===== config.mk =====
export PLATFORM = sky130hd
export DESIGN_NAME = tile_neighbourhood_index_gen
export DESIGN_NICKNAME = d
export VERILOG_FILES = /design/src/tng_pkg.sv /design/src/tng_cfg.sv /design/src/tng_cell.sv /design/src/tng_seq.sv /design/src/tile_neighbourhood_index_gen.sv
export SDC_FILE = /design/constraint.sdc
export NUM_CORES = 1
export LEC_CHECK = 0
export ABC_CLOCK_PERIOD_IN_PS = 7520
export BUFFER_PORTS_ARGS = -buffer_cell sky130_fd_sc_hd__buf_2
export CORE_UTILIZATION = 56
export DETAILED_ROUTE_END_ITERATION = 10
export GPL_ROUTABILITY_DRIVEN = 0
export HOLD_SLACK_MARGIN = 0.1
export MAX_ROUTING_LAYER = met4
export PLACE_DENSITY = 0.82
export SLEW_MARGIN = 5
export SYNTH_ARGS = -nofsm -noshare
export SYNTH_HDL_FRONTEND = slang
export SYNTH_HIERARCHICAL = 1
export SYNTH_SLANG_ARGS = --single-unit

===== constraint.sdc =====
create_clock -name clk_i -period 7.52 [get_ports clk_i]
set_input_delay 0.752 -clock clk_i [delete_from_list [all_inputs] [get_ports clk_i]]
set_output_delay 0.752 -clock clk_i [all_outputs]
set_load 0.1 [all_outputs]

===== src/tng_pkg.sv =====
package tng_pkg;

  localparam int unsigned CfgW  = 4;
  localparam int unsigned AddrW = 3;
  localparam int unsigned DataW = 32;
  localparam int unsigned LonW  = 9;
  localparam int unsigned LatW  = 8;
  localparam int unsigned SubW  = 3;
  localparam int unsigned IdxW  = LonW + LatW + 2 * SubW;

  localparam logic [CfgW-1:0] GridReset = 4'd7;

  // Angular constants, in whole degrees.
  localparam int LonHalf = 180;
  localparam int LonTurn = 360;
  localparam int LatHalf = 90;

  // Register index, taken from the word address bit.
  localparam logic RegGridWidth  = 1'b0;
  localparam logic RegGridHeight = 1'b1;

  typedef enum logic [1:0] {
    StIdle = 2'b01,
    StRun  = 2'b10
  } state_e;

  typedef struct packed {
    logic ready;
    logic emit;
    logic last;
  } seq_ctrl_t;

endpackage


===== src/tng_cfg.sv =====
module tng_cfg (
  input  logic                       clk_i,
  input  logic                       rst_ni,
  input  logic                       psel,
  input  logic                       penable,
  input  logic                       pwrite,
  input  logic [tng_pkg::AddrW-1:0]  paddr,
  input  logic [tng_pkg::DataW-1:0]  pwdata,
  output logic [tng_pkg::DataW-1:0]  prdata,
  output logic                       pready,
  output logic [tng_pkg::CfgW-1:0]   grid_width_o,
  output logic [tng_pkg::CfgW-1:0]   grid_height_o
);
  import tng_pkg::*;

  logic [CfgW-1:0] grid_width_q;
  logic [CfgW-1:0] grid_height_q;
  logic            reg_sel;
  logic            wr_en;

  assign reg_sel = paddr[AddrW-1];
  assign wr_en   = psel & penable & pwrite;
  assign pready  = 1'b1;

  always_ff @(posedge clk_i or negedge rst_ni) begin
    if (!rst_ni) begin
      grid_width_q  <= GridReset;
      grid_height_q <= GridReset;
    end else if (wr_en) begin
      case (reg_sel)
        RegGridWidth:  grid_width_q  <= pwdata[CfgW-1:0];
        RegGridHeight: grid_height_q <= pwdata[CfgW-1:0];
        default: ;
      endcase
    end
  end

  always_comb begin
    case (reg_sel)
      RegGridWidth:  prdata = {{(DataW-CfgW){1'b0}}, grid_width_q};
      RegGridHeight: prdata = {{(DataW-CfgW){1'b0}}, grid_height_q};
      default:       prdata = '0;
    endcase
  end

  assign grid_width_o  = grid_width_q;
  assign grid_height_o = grid_height_q;

endmodule


===== src/tng_cell.sv =====
module tng_cell #(
  parameter int unsigned CntW = 4
) (
  input  logic signed [tng_pkg::LonW-1:0] lon_i,
  input  logic signed [tng_pkg::LatW-1:0] lat_i,
  input  logic [tng_pkg::SubW-1:0]        col_i,
  input  logic [tng_pkg::SubW-1:0]        row_i,
  input  logic [CntW-1:0]                 col_ofs_i,
  input  logic [CntW-1:0]                 row_ofs_i,
  input  logic [CntW-1:0]                 half_w_i,
  input  logic [CntW-1:0]                 half_h_i,
  output logic [tng_pkg::IdxW-1:0]        index_o
);
  import tng_pkg::*;

  localparam int unsigned SumW  = ((SubW > CntW) ? SubW : CntW) + 2;
  localparam int unsigned LonSW = LonW + 2;
  localparam int unsigned LatSW = LatW + 2;

  localparam logic signed [LonSW-1:0] LonBias  = LonSW'(LonHalf);
  localparam logic signed [LonSW-1:0] LonWrap  = LonSW'(LonTurn);
  localparam logic [LonW-1:0]         LonFlip  = LonW'(LonHalf);
  localparam logic [LonW-1:0]         LonRest  = LonW'(LonTurn - LonHalf);
  localparam logic signed [LatSW-1:0] LatNorth = LatSW'(LatHalf);
  localparam logic signed [LatSW-1:0] LatSouth = LatSW'(-LatHalf);
  localparam logic signed [LatSW-1:0] LatNRefl = LatSW'(2 * LatHalf - 1);
  localparam logic signed [LatSW-1:0] LatSRefl = LatSW'(-(2 * LatHalf + 1));
  localparam logic signed [LatSW-1:0] LatBias  = LatSW'(LatHalf);

  logic signed [SumW-1:0]  dx;
  logic signed [SumW-1:0]  dy;
  logic signed [1:0]       cx;
  logic signed [1:0]       cy;
  logic signed [LonSW-1:0] lon_s;
  logic [LonW-1:0]         lon_u;
  logic [LonW-1:0]         lon_f;
  logic signed [LatSW-1:0] lat_s;
  logic signed [LatSW-1:0] lat_r;
  logic signed [LatSW-1:0] lat_b;
  logic                    north;
  logic                    south;
  logic                    flip;
  logic [SubW-1:0]         row_f;

  // Sub-cell sums; the bits above the sub-cell carry into whole degrees.
  assign dx = SumW'(col_i) + SumW'(col_ofs_i) - SumW'(half_w_i);
  assign dy = SumW'(row_i) + SumW'(row_ofs_i) - SumW'(half_h_i);
  assign cx = dx[SubW+1:SubW];
  assign cy = dy[SubW+1:SubW];

  assign lon_s = LonSW'(lon_i) + LonBias + LonSW'(cx);

  always_comb begin
    if (lon_s < 0) begin
      lon_u = LonW'(lon_s + LonWrap);
    end else if (lon_s >= LonWrap) begin
      lon_u = LonW'(lon_s - LonWrap);
    end else begin
      lon_u = LonW'(lon_s);
    end
  end

  assign lat_s = LatSW'(lat_i) + LatSW'(cy);
  assign north = (lat_s >= LatNorth);
  assign south = (lat_s < LatSouth);
  assign flip  = north | south;

  always_comb begin
    if (north) begin
      lat_r = LatNRefl - lat_s;
    end else if (south) begin
      lat_r = LatSRefl - lat_s;
    end else begin
      lat_r = lat_s;
    end
  end

  assign lat_b = lat_r + LatBias;

  // A pole crossing turns the longitude half way round and mirrors the row.
  always_comb begin
    if (!flip) begin
      lon_f = lon_u;
    end else if (lon_u >= LonFlip) begin
      lon_f = lon_u - LonFlip;
    end else begin
      lon_f = lon_u + LonRest;
    end
  end

  assign row_f   = flip ? ~dy[SubW-1:0] : dy[SubW-1:0];
  assign index_o = {lon_f, lat_b[LatW-1:0], row_f, dx[SubW-1:0]};

endmodule


===== src/tng_seq.sv =====
module tng_seq #(
  parameter int unsigned CntW = 4
) (
  input  logic               clk_i,
  input  logic               rst_ni,
  input  logic               in_valid_i,
  input  logic               out_free_i,
  input  logic [CntW-1:0]    grid_w_i,
  input  logic [CntW-1:0]    grid_h_i,
  output tng_pkg::seq_ctrl_t ctrl_o,
  output logic [CntW-1:0]    col_ofs_o,
  output logic [CntW-1:0]    row_ofs_o
);
  import tng_pkg::*;

  state_e          state_q, state_d;
  logic [CntW-1:0] col_q, col_d;
  logic [CntW-1:0] row_q, row_d;
  logic            ready;
  logic            accept;
  logic            emit;
  logic            col_end;
  logic            row_end;
  logic            empty;

  assign ready   = (state_q == StIdle);
  assign accept  = in_valid_i & ready;
  assign emit    = (state_q == StRun) & out_free_i;
  assign col_end = (col_q == CntW'(grid_w_i - 1'b1));
  assign row_end = (row_q == CntW'(grid_h_i - 1'b1));
  assign empty   = (grid_w_i == '0) | (grid_h_i == '0);

  always_comb begin
    state_d = state_q;
    col_d   = col_q;
    row_d   = row_q;
    case (state_q)
      StIdle: begin
        // An empty neighbourhood is taken and produces nothing.
        if (accept && !empty) begin
          state_d = StRun;
          col_d   = '0;
          row_d   = '0;
        end
      end
      StRun: begin
        if (emit) begin
          if (col_end && row_end) begin
            state_d = StIdle;
          end else if (col_end) begin
            col_d = '0;
            row_d = row_q + 1'b1;
          end else begin
            col_d = col_q + 1'b1;
          end
        end
      end
      default: state_d = StIdle;
    endcase
  end

  always_ff @(posedge clk_i or negedge rst_ni) begin
    if (!rst_ni) begin
      state_q <= StIdle;
      col_q   <= '0;
      row_q   <= '0;
    end else begin
      state_q <= state_d;
      col_q   <= col_d;
      row_q   <= row_d;
    end
  end

  assign ctrl_o.ready = ready;
  assign ctrl_o.emit  = emit;
  assign ctrl_o.last  = col_end & row_end;
  assign col_ofs_o    = col_q;
  assign row_ofs_o    = row_q;

endmodule


===== src/tile_neighbourhood_index_gen.sv =====
// Channel   | Direction | Handshake                 | Payload
// ----------+-----------+---------------------------+----------------------------------------
// config    | in/out    | psel, penable, pready     | paddr, pwrite, pwdata, prdata
// centre    | in        | in_valid_i, in_ready_o    | center_lon_i, center_lat_i, center_col_i,
//           |           |                           | center_row_i
// index     | out       | out_valid_o, out_ready_i  | tile_index_o, last_o
//
// The cell unit produces one index per cycle for each centre request that is taken,
// width x height indices in all (49 for the reset 7x7 grid), when the output is not stalled.
// The block takes the next request in the cycle after the last index enters the output
// register, while that index may still be waiting downstream.
// A stalled output holds the cell sequencer in place; nothing is lost or repeated.
// A grid of zero width or height takes the request and produces no index.
// Reset is asynchronous and active low; both grid registers reset to 7.
module tile_neighbourhood_index_gen #(
  parameter int unsigned MAX_GRID = 8
) (
  input  logic                            clk_i,
  input  logic                            rst_ni,
  input  logic                            psel,
  input  logic                            penable,
  input  logic                            pwrite,
  input  logic [tng_pkg::AddrW-1:0]       paddr,
  input  logic [tng_pkg::DataW-1:0]       pwdata,
  output logic [tng_pkg::DataW-1:0]       prdata,
  output logic                            pready,
  input  logic                            in_valid_i,
  output logic                            in_ready_o,
  input  logic signed [tng_pkg::LonW-1:0] center_lon_i,
  input  logic signed [tng_pkg::LatW-1:0] center_lat_i,
  input  logic [tng_pkg::SubW-1:0]        center_col_i,
  input  logic [tng_pkg::SubW-1:0]        center_row_i,
  output logic                            out_valid_o,
  input  logic                            out_ready_i,
  output logic [tng_pkg::IdxW-1:0]        tile_index_o,
  output logic                            last_o
);
  import tng_pkg::*;

  localparam int unsigned CntW = $clog2(MAX_GRID + 1);

  logic [CfgW-1:0]         grid_width;
  logic [CfgW-1:0]         grid_height;
  logic [CntW-1:0]         grid_w;
  logic [CntW-1:0]         grid_h;
  logic [CntW-1:0]         col_ofs;
  logic [CntW-1:0]         row_ofs;
  logic [IdxW-1:0]         index;
  logic                    out_free;
  logic                    accept;
  seq_ctrl_t               ctrl;

  logic signed [LonW-1:0]  lon_q;
  logic signed [LatW-1:0]  lat_q;
  logic [SubW-1:0]         col_q;
  logic [SubW-1:0]         row_q;
  logic                    out_valid_q;
  logic [IdxW-1:0]         tile_index_q;
  logic                    last_q;

  tng_cfg u_cfg (
    .clk_i,
    .rst_ni,
    .psel,
    .penable,
    .pwrite,
    .paddr,
    .pwdata,
    .prdata,
    .pready,
    .grid_width_o  (grid_width),
    .grid_height_o (grid_height)
  );

  // Register values above the largest grid saturate to it.
  assign grid_w = (grid_width > CfgW'(MAX_GRID)) ? CntW'(MAX_GRID) : CntW'(grid_width);
  assign grid_h = (grid_height > CfgW'(MAX_GRID)) ? CntW'(MAX_GRID) : CntW'(grid_height);

  assign out_free = ~out_valid_q | out_ready_i;

  tng_seq #(
    .CntW (CntW)
  ) u_seq (
    .clk_i,
    .rst_ni,
    .in_valid_i,
    .out_free_i (out_free),
    .grid_w_i   (grid_w),
    .grid_h_i   (grid_h),
    .ctrl_o     (ctrl),
    .col_ofs_o  (col_ofs),
    .row_ofs_o  (row_ofs)
  );

  tng_cell #(
    .CntW (CntW)
  ) u_cell (
    .lon_i     (lon_q),
    .lat_i     (lat_q),
    .col_i     (col_q),
    .row_i     (row_q),
    .col_ofs_i (col_ofs),
    .row_ofs_i (row_ofs),
    .half_w_i  (grid_w >> 1),
    .half_h_i  (grid_h >> 1),
    .index_o   (index)
  );

  assign in_ready_o = ctrl.ready;
  assign accept     = in_valid_i & ctrl.ready;

  always_ff @(posedge clk_i) begin
    if (accept) begin
      lon_q <= center_lon_i;
      lat_q <= center_lat_i;
      col_q <= center_col_i;
      row_q <= center_row_i;
    end
  end

  always_ff @(posedge clk_i or negedge rst_ni) begin
    if (!rst_ni) begin
      out_valid_q <= 1'b0;
    end else if (ctrl.emit) begin
      out_valid_q <= 1'b1;
    end else if (out_ready_i) begin
      out_valid_q <= 1'b0;
    end
  end

  always_ff @(posedge clk_i) begin
    if (ctrl.emit) begin
      tile_index_q <= index;
      last_q       <= ctrl.last;
    end
  end

  assign out_valid_o  = out_valid_q;
  assign tile_index_o = tile_index_q;
  assign last_o       = last_q;

endmodule


[Word-level counts from Yosys, hierarchy flattened]
Index checks and enable logic that the tools add are counted.
Word-level totals
  bits in registers: 66
  input bits: 65
  output and inout port bits: 59
  word-level logic and storage cells: 94
Operators by class
  $add $sub $neg: 18
  order comparisons: 7
  equal/unequal tests: 9
  mux-type cells: 25
  bitwise gates (word level): 11
  reduce and logical (&&, ||, !) cells: 12
Operator list (count)
  $pmux W32 S2: 1
  $mux W4: 9
  $mux W9: 4
  $ge A9 B8 Y1 const B: 2
  $mux W8: 2
  $pmux W4 S2: 2
  $sub A8 B8 Y8 const A: 2
  $add A10 B2 Y11: 1
  $ge A11 B10 Y1 const B: 1
  $lt A11 B1 Y1 const B: 1
  $add A3 B4 Y5: 2
  $add A9 B9 Y10 const B: 1
  $sub A5 B3 Y5: 2
  $add A8 B2 Y9: 1
  $add A9 B8 Y9 const B: 1
  $add A9 B9 Y9 const B: 1
  $lt A9 B8 Y1 const B: 1
  $sub A9 B8 Y9 const B: 1
  $sub A9 B9 Y9 const B: 1
  $add A4 B1 Y4 const B: 2
  $add A8 B8 Y8 const B: 1
  $eq A4 B4 Y1: 2
  $gt A4 B4 Y1 const B: 2
  $logic_not A4 Y1: 2
  other kinds (20): 37

[Logic depth before layout (Yosys ltp)]
  depth in word-level cells: 10
  gate-level depth with buffers: 27

[Cells and area by module]
Netlist, hierarchy kept.
By module, submodules not included
  tng_cell: times used 1, cells each 322, area each 2612.5 um^2, seq. area each 0.0 um^2
  tile_neighbourhood_index_gen: times used 1, cells each 60, area each 1514.0 um^2, seq. area each 1436.4 um^2
  tng_seq: times used 1, cells each 81, area each 803.3 um^2, seq. area each 251.5 um^2
  tng_cfg: times used 1, cells each 53, area each 604.3 um^2, seq. area each 207.7 um^2

[Worst setup path after synthesis]
Ideal clock, no wire load.
  kind: reg2reg
  start point: reg u_cfg.grid_width_q[2] (netlist: u_cfg/grid_width_o[2])
  end point: reg tile_index_q[18] (netlist: tile_index_o[18]) (data pin)
  library setup time: 262 ps
  data arrival time: 5613 ps
  data required time: 7258 ps
  slack: 1645 ps
  cell stages (with the launch flop): 25
  buffers on the path: 0
  path through: dfstp_2 nor2b_1 fa_1 inv_1 fa_1 a21o_1 a21oi_1 xnor2_1 inv_1 ha_1 ha_1 nor2_1 nor2_1 xor2_1 inv_1 ha_1 and3b_1 o31ai_4 a211oi_4 o31ai_2 xnor2_2 a21oi_4 o211ai_2 nand3_2 xor2_1
On the way
  longest elaborated chain between the ends: 10
Ends and longest elaborated chain
  start, declared: line tng_cfg.sv:16  | logic [CfgW-1:0] grid_width_q;
  start signal, assigned: line tng_cfg.sv:27  | grid_width_q <= GridReset;
  start signal, assigned: line tng_cfg.sv:31  | RegGridWidth: grid_width_q <= pwdata[CfgW-1:0];
  $gt A4 B4 Y1: line tile_neighbourhood_index_gen.sv:76  | assign grid_w = (grid_width > CfgW'(MAX_GRID)) ? CntW'(MAX_GRID) : CntW'(grid_width);
  $mux W4 (*): line tile_neighbourhood_index_gen.sv:76
  named net grid_w[2]: line tile_neighbourhood_index_gen.sv:44  | logic [CntW-1:0] grid_w;
  $sub A5 B3 Y5 (*): line tng_cell.sv:46  | assign dx = SumW'(col_i) + SumW'(col_ofs_i) - SumW'(half_w_i);
  $add A10 B2 Y11 (*): line tng_cell.sv:51  | assign lon_s = LonSW'(lon_i) + LonBias + LonSW'(cx);
  $sub A9 B9 Y9 / $ge A11 B10 Y1 (equally long branches): line tng_cell.sv:57, tng_cell.sv:56
  $mux W9: line tng_cell.sv:56  | end else if (lon_s >= LonWrap) begin
  $mux W9 (*): line tng_cell.sv:54  | if (lon_s < 0) begin
  $add A9 B8 Y9, or another cell as far along: line tng_cell.sv:87  | lon_f = lon_u + LonRest;
  $mux W9: line tng_cell.sv:84  | end else if (lon_u >= LonFlip) begin
  $mux W9 (*): line tng_cell.sv:82  | if (!flip) begin
  named net index[18]: line tile_neighbourhood_index_gen.sv:48  | logic [IdxW-1:0] index;
  end signal, assigned: line tile_neighbourhood_index_gen.sv:133  | tile_index_q <= index;
  end, declared: line tile_neighbourhood_index_gen.sv:58  | logic [IdxW-1:0] tile_index_q;
Mark *: on every way through the listed nets, which the timed path passes. The rest lies on a longest branch.
A chain may end at the register's enable or synchronous reset.

[Worst setup path in the final report]
  start point: reg u_cfg.grid_width_q[3] (netlist: u_cfg/grid_width_o[3])
  end point: reg tile_index_q[18] (netlist: tile_index_o[18]) (data pin)
On the way
  longest elaborated chain between the ends: 10
Ends and longest elaborated chain (line)
  $gt A4 B4 Y1 (*): tile_neighbourhood_index_gen.sv:76
  $mux W4 (*): tile_neighbourhood_index_gen.sv:76
  named net grid_w[2]: tile_neighbourhood_index_gen.sv:44
  $sub A5 B3 Y5 (*): tng_cell.sv:46
  $add A10 B2 Y11 (*): tng_cell.sv:51
  $sub A9 B9 Y9 / $ge A11 B10 Y1 (equally long branches): tng_cell.sv:57, tng_cell.sv:56
  $mux W9: tng_cell.sv:56
  $mux W9 (*): tng_cell.sv:54
  $add A9 B8 Y9, or another cell as far along: tng_cell.sv:87
  $mux W9: tng_cell.sv:84
  $mux W9 (*): tng_cell.sv:82
  named net index[18]: tile_neighbourhood_index_gen.sv:48
Marked as above.

==> Implementation_results.wiki <==
{| class="wikitable"
! Metric !! Value
|-
| Count of yosys warnings during synthesis || 6
|-
| Total Routing Usage GR || 21.80%
|-
| Pin count of the biggest net entering global routing || 32
|-
| Post-synthesis async set-or-reset flop share || between 20% and 30%
|-
| Maximum clock rate || between 150 and 200 MHz
|-
| Top sig layer || met4
|-
| CTS sink count || 66
|-
| IO Count || 124
|-
| Crit Path Class || flip-flop to flip-flop
|-
| Clock tree from TritonCTS || done
|-
| Via count of the first global-routing pass || 3857
|-
| Nets@finish || 705
|-
| Drt wl/cell || between 10 and 15 um
|-
| Global-route wire length before repair || 16960 um
|-
| Family with the most delay on the worst path || compound AO/OA/AOI/OAI gates
|-
| Clock network latency to the later pin of the worst-skew pair || 0.34 ns
|-
| Max clock buf depth || 2
|-
| Total via count in the routed design || just under 4000
|-
| Fin crit share || between 80 and 90%
|-
| Number of levels the H-tree was split into || 3
|-
| Layout Utilization || 65.02%
|-
| Synthesized instance count || between 500 and 600
|-
| Most frequently used flop master after synthesis || sky130_fd_sc_hd__edfxtp_1
|-
| Overflow left after global routing || 0
|-
| Number of fill cells || between 700 and 800
|-
| Crit path max-delay cell type || sky130_fd_sc_hd__fa_1
|-
| Setup tns final || 0 ns
|-
| Fraction of final layout cells sized beyond drive strength 1 || 25.72%
|-
| Register area || 0.001896 mm^2
|-
| Worst-path maximum fanout || 12
|-
| Area leader, netlist || sky130_fd_sc_hd__edfxtp_1
|-
| Final-report max-slew violation count || 0
|-
| Total met3 wirelength after detailed routing || 467 um
|-
| Final setup margin || between 1 and 1.5 ns
|-
| Syn avg cell area || 10.72 um^2
|-
| Synthesis-to-finish area growth || 10.63%
|-
| Final min period || roughly 6.5 ns
|-
| Floorplan core area || 0.009415 mm^2
|-
| Count of maximum capacitance violations || 0
|-
| Worst setup timing slack at the placement stage || 1.099 ns
|-
| Number of buffers and inverters on the critical path || 4
|-
| Placement row count || 35
|-
| Post-Route Skew || just over 0.01 ns
|-
| Post_cts resized || 0
|-
| Result of the run || finished, final reports clean
|-
| Total area of multi-input combinational cells || ~0.0033 mm^2
|-
| Actual transition at the worst max-transition pin || 1.098 ns
|-
| Number of antenna violations at the first check in global routing || 0
|-
| Count of hold buffers inserted by post-cts repair || 0
|-
| Most used standard cells in the synthesized netlist || sky130_fd_sc_hd__inv_1 (53), sky130_fd_sc_hd__edfxtp_1 (47), sky130_fd_sc_hd__ha_1 (46)
|-
| Antenna violation net count after detailed routing || 0
|-
| Final wirelength || 10130 um
|-
| Series of cell instances along the critical path || nor2b_1, fa_1, inv_1, fa_1, a21o_1, a21oi_1, xnor2_1, buf_4, inv_1, ha_1, ha_1, nor2_1, nor2_1, xor2_1, inv_1, ha_1, o31a_1, o311a_4, o211ai_1, o2bb2ai_1, a21bo_1, nand2_1, nand3_2, xor2_1
|-
| Kind of start point of the critical path || flip-flop
|-
| Kind of capture point of the worst setup path || flip-flop
|-
| CP Data Arrival Time || between 6 and 7 ns
|-
| Post-route cell area || 0.006122 mm^2
|-
| Distinct cell type count after synthesis || 91
|-
| Summed instance area of the synthesized netlist || 0.005534 mm^2
|-
| Cell with the most instances after synthesis || sky130_fd_sc_hd__inv_1
|-
| Post-CTS clock slew at the launch and capture registers of the worst setup and hold paths || about 0.080 ns
|-
| Detailed-routing iteration count for the pre-antenna-repair pass || 5
|-
| Number of clock buffers inserted by TritonCTS || 9
|-
| Met1 layer wirelength in the final routing || 4205 um
|-
| Initial drt markers || 134
|-
| R2R setup slack || roughly 1.1 ns
|-
| Area share of the largest cell type after synthesis || 25.50%
|-
| Number of remaining DRC errors || 0
|-
| Worst stage delay on the critical path || 0.52 ns
|-
| RSZ-0062 raised after global routing || no
|-
| Area of the die || 0.01028 mm^2
|-
| Buffer cell driving the clock tree root || sky130_fd_sc_hd__clkbuf_8
|-
| Setup Fix Bufs, Post-CTS || 0
|-
| Max_slew headroom || between 20% and 30%
|-
| Fin. Hold Viols || 0
|-
| CP Data Required Time || ~7.6 ns
|-
| Starting Density || 58.78%
|-
| Seq/Total Area, Yosys || 34.25%
|-
| Die Width || 101.4 um
|-
| Die span in y || 101.4 um
|-
| Number of enable-type register cells in the synthesized netlist || 47
|-
| Setup violators final || 0
|-
| Antenna cell count || 0
|-
| Total of flip-flops plus latches after synthesis || between 60 and 70
|-
| Hold WC Path Type || primary input to asynchronous set/reset pin
|-
| Sum of met2 wire segment lengths after detailed routing || 5297 um
|-
| DPL Wire Length || a little under 8000 um
|-
| Per-cell via count in the routed design || 5.475
|-
| Largest cells by area after synthesis || sky130_fd_sc_hd__edfxtp_1 (26%), sky130_fd_sc_hd__ha_1 (10%), sky130_fd_sc_hd__dfrtp_1 (5.4%), sky130_fd_sc_hd__xnor2_1 (4.6%), sky130_fd_sc_hd__buf_4 (4.3%)
|-
| Count of input and output buffers || 64
|-
| Dpl cell area || 0.005883 mm^2
|}
==> stage by stage <==
stage / hold WS (ns) / std cells
floorplan: 0.4564 / 544
global placement: 0.5409 / 704
detailed placement: 0.5417 / 704
CTS: 0.3366 / 720
global route: 0.3469 / 720
finish: 0.3361 / 720
==> area by class of cell <==
class	instances	share of cell area (%)
Timing Repair Buffer	66	5.477
Clock buffer	11	2.841
Inverter	55	3.372
Sequential cell	66	30.96
Multi-Input combinational cell	388	53.65
Clock inverter	5	1.063
Tap cell	129	2.636
==> worst paths after layout <==
path	start	endpoint	depth (start not counted)
setup reg to reg	u_cfg/grid_width_o[3]	tile_index_o[18]	24
setup / recovery	u_cfg/grid_width_o[3]	tile_index_o[18]	24
hold / removal	rst_ni	u_seq/state_q[1]	1
hold reg to reg	out_valid_o	out_valid_o	2
min in group clk_i	out_valid_o	out_valid_o	2
max in group asynchronous	rst_ni	u_cfg/grid_width_o[2]	1
==> registers in the layout, indices dropped and copies added, names as in the netlist <==
name and count:
out_valid_o 1, last_o 1, u_cfg/grid_width_o 4, u_seq/state_q 2, lon_q 9, tile_index_o 23
lat_q 8, u_seq/row_ofs_o 4, row_q 3, u_cfg/grid_height_o 4, u_seq/col_ofs_o 4, col_q 3
==> worst reg2reg max path, delay by kind of cell, from the launching register on <==
family | cells | cell delay [ns]
flops | 1 | 0.50
fa+ha+maj | 5 | 1.90
compound gates | 7 | 1.91
buf+inv | 4 | 0.49
xor+xnor | 3 | 0.64
simple gates | 5 | 0.77
==> placed cells by master (no fill, tap or decap), drive strengths merged, types with 16 or more instances in the layout <==
cell    count
mux2       16
xnor2      36
conb       31
edfxtp     47
xor2       21
nor2       21
o21ai      18
a21oi      19
buf        66
ha         46
nand2      25
inv        56
==> kinds of logic (layout without fill, tap and decap cells) <==
logic type	after synthesis	count (layout)	share of synthesized area [%]
xor+xnor	58	58	10.51
mux	21	21	4.228
simple gates	118	118	13.09
compound gates	106	106	16.12
fa+ha+maj	54	54	13.29
buf+inv	90	137	8.298
flops	66	66	34.25
other cells	3	31	0.2035
==> routing by layer <==
layer | global-route usage (%) | vias up
met5 | - | -
met4 | 6.912 | 0
met3 | 4.279 | 20
met2 | 38.51 | 133
met1 | 24.83 | 1864
li1 | - | 1925
Power is not shown: default switching activity piles up to over one toggle a cycle in this logic, so the estimate is an artifact.
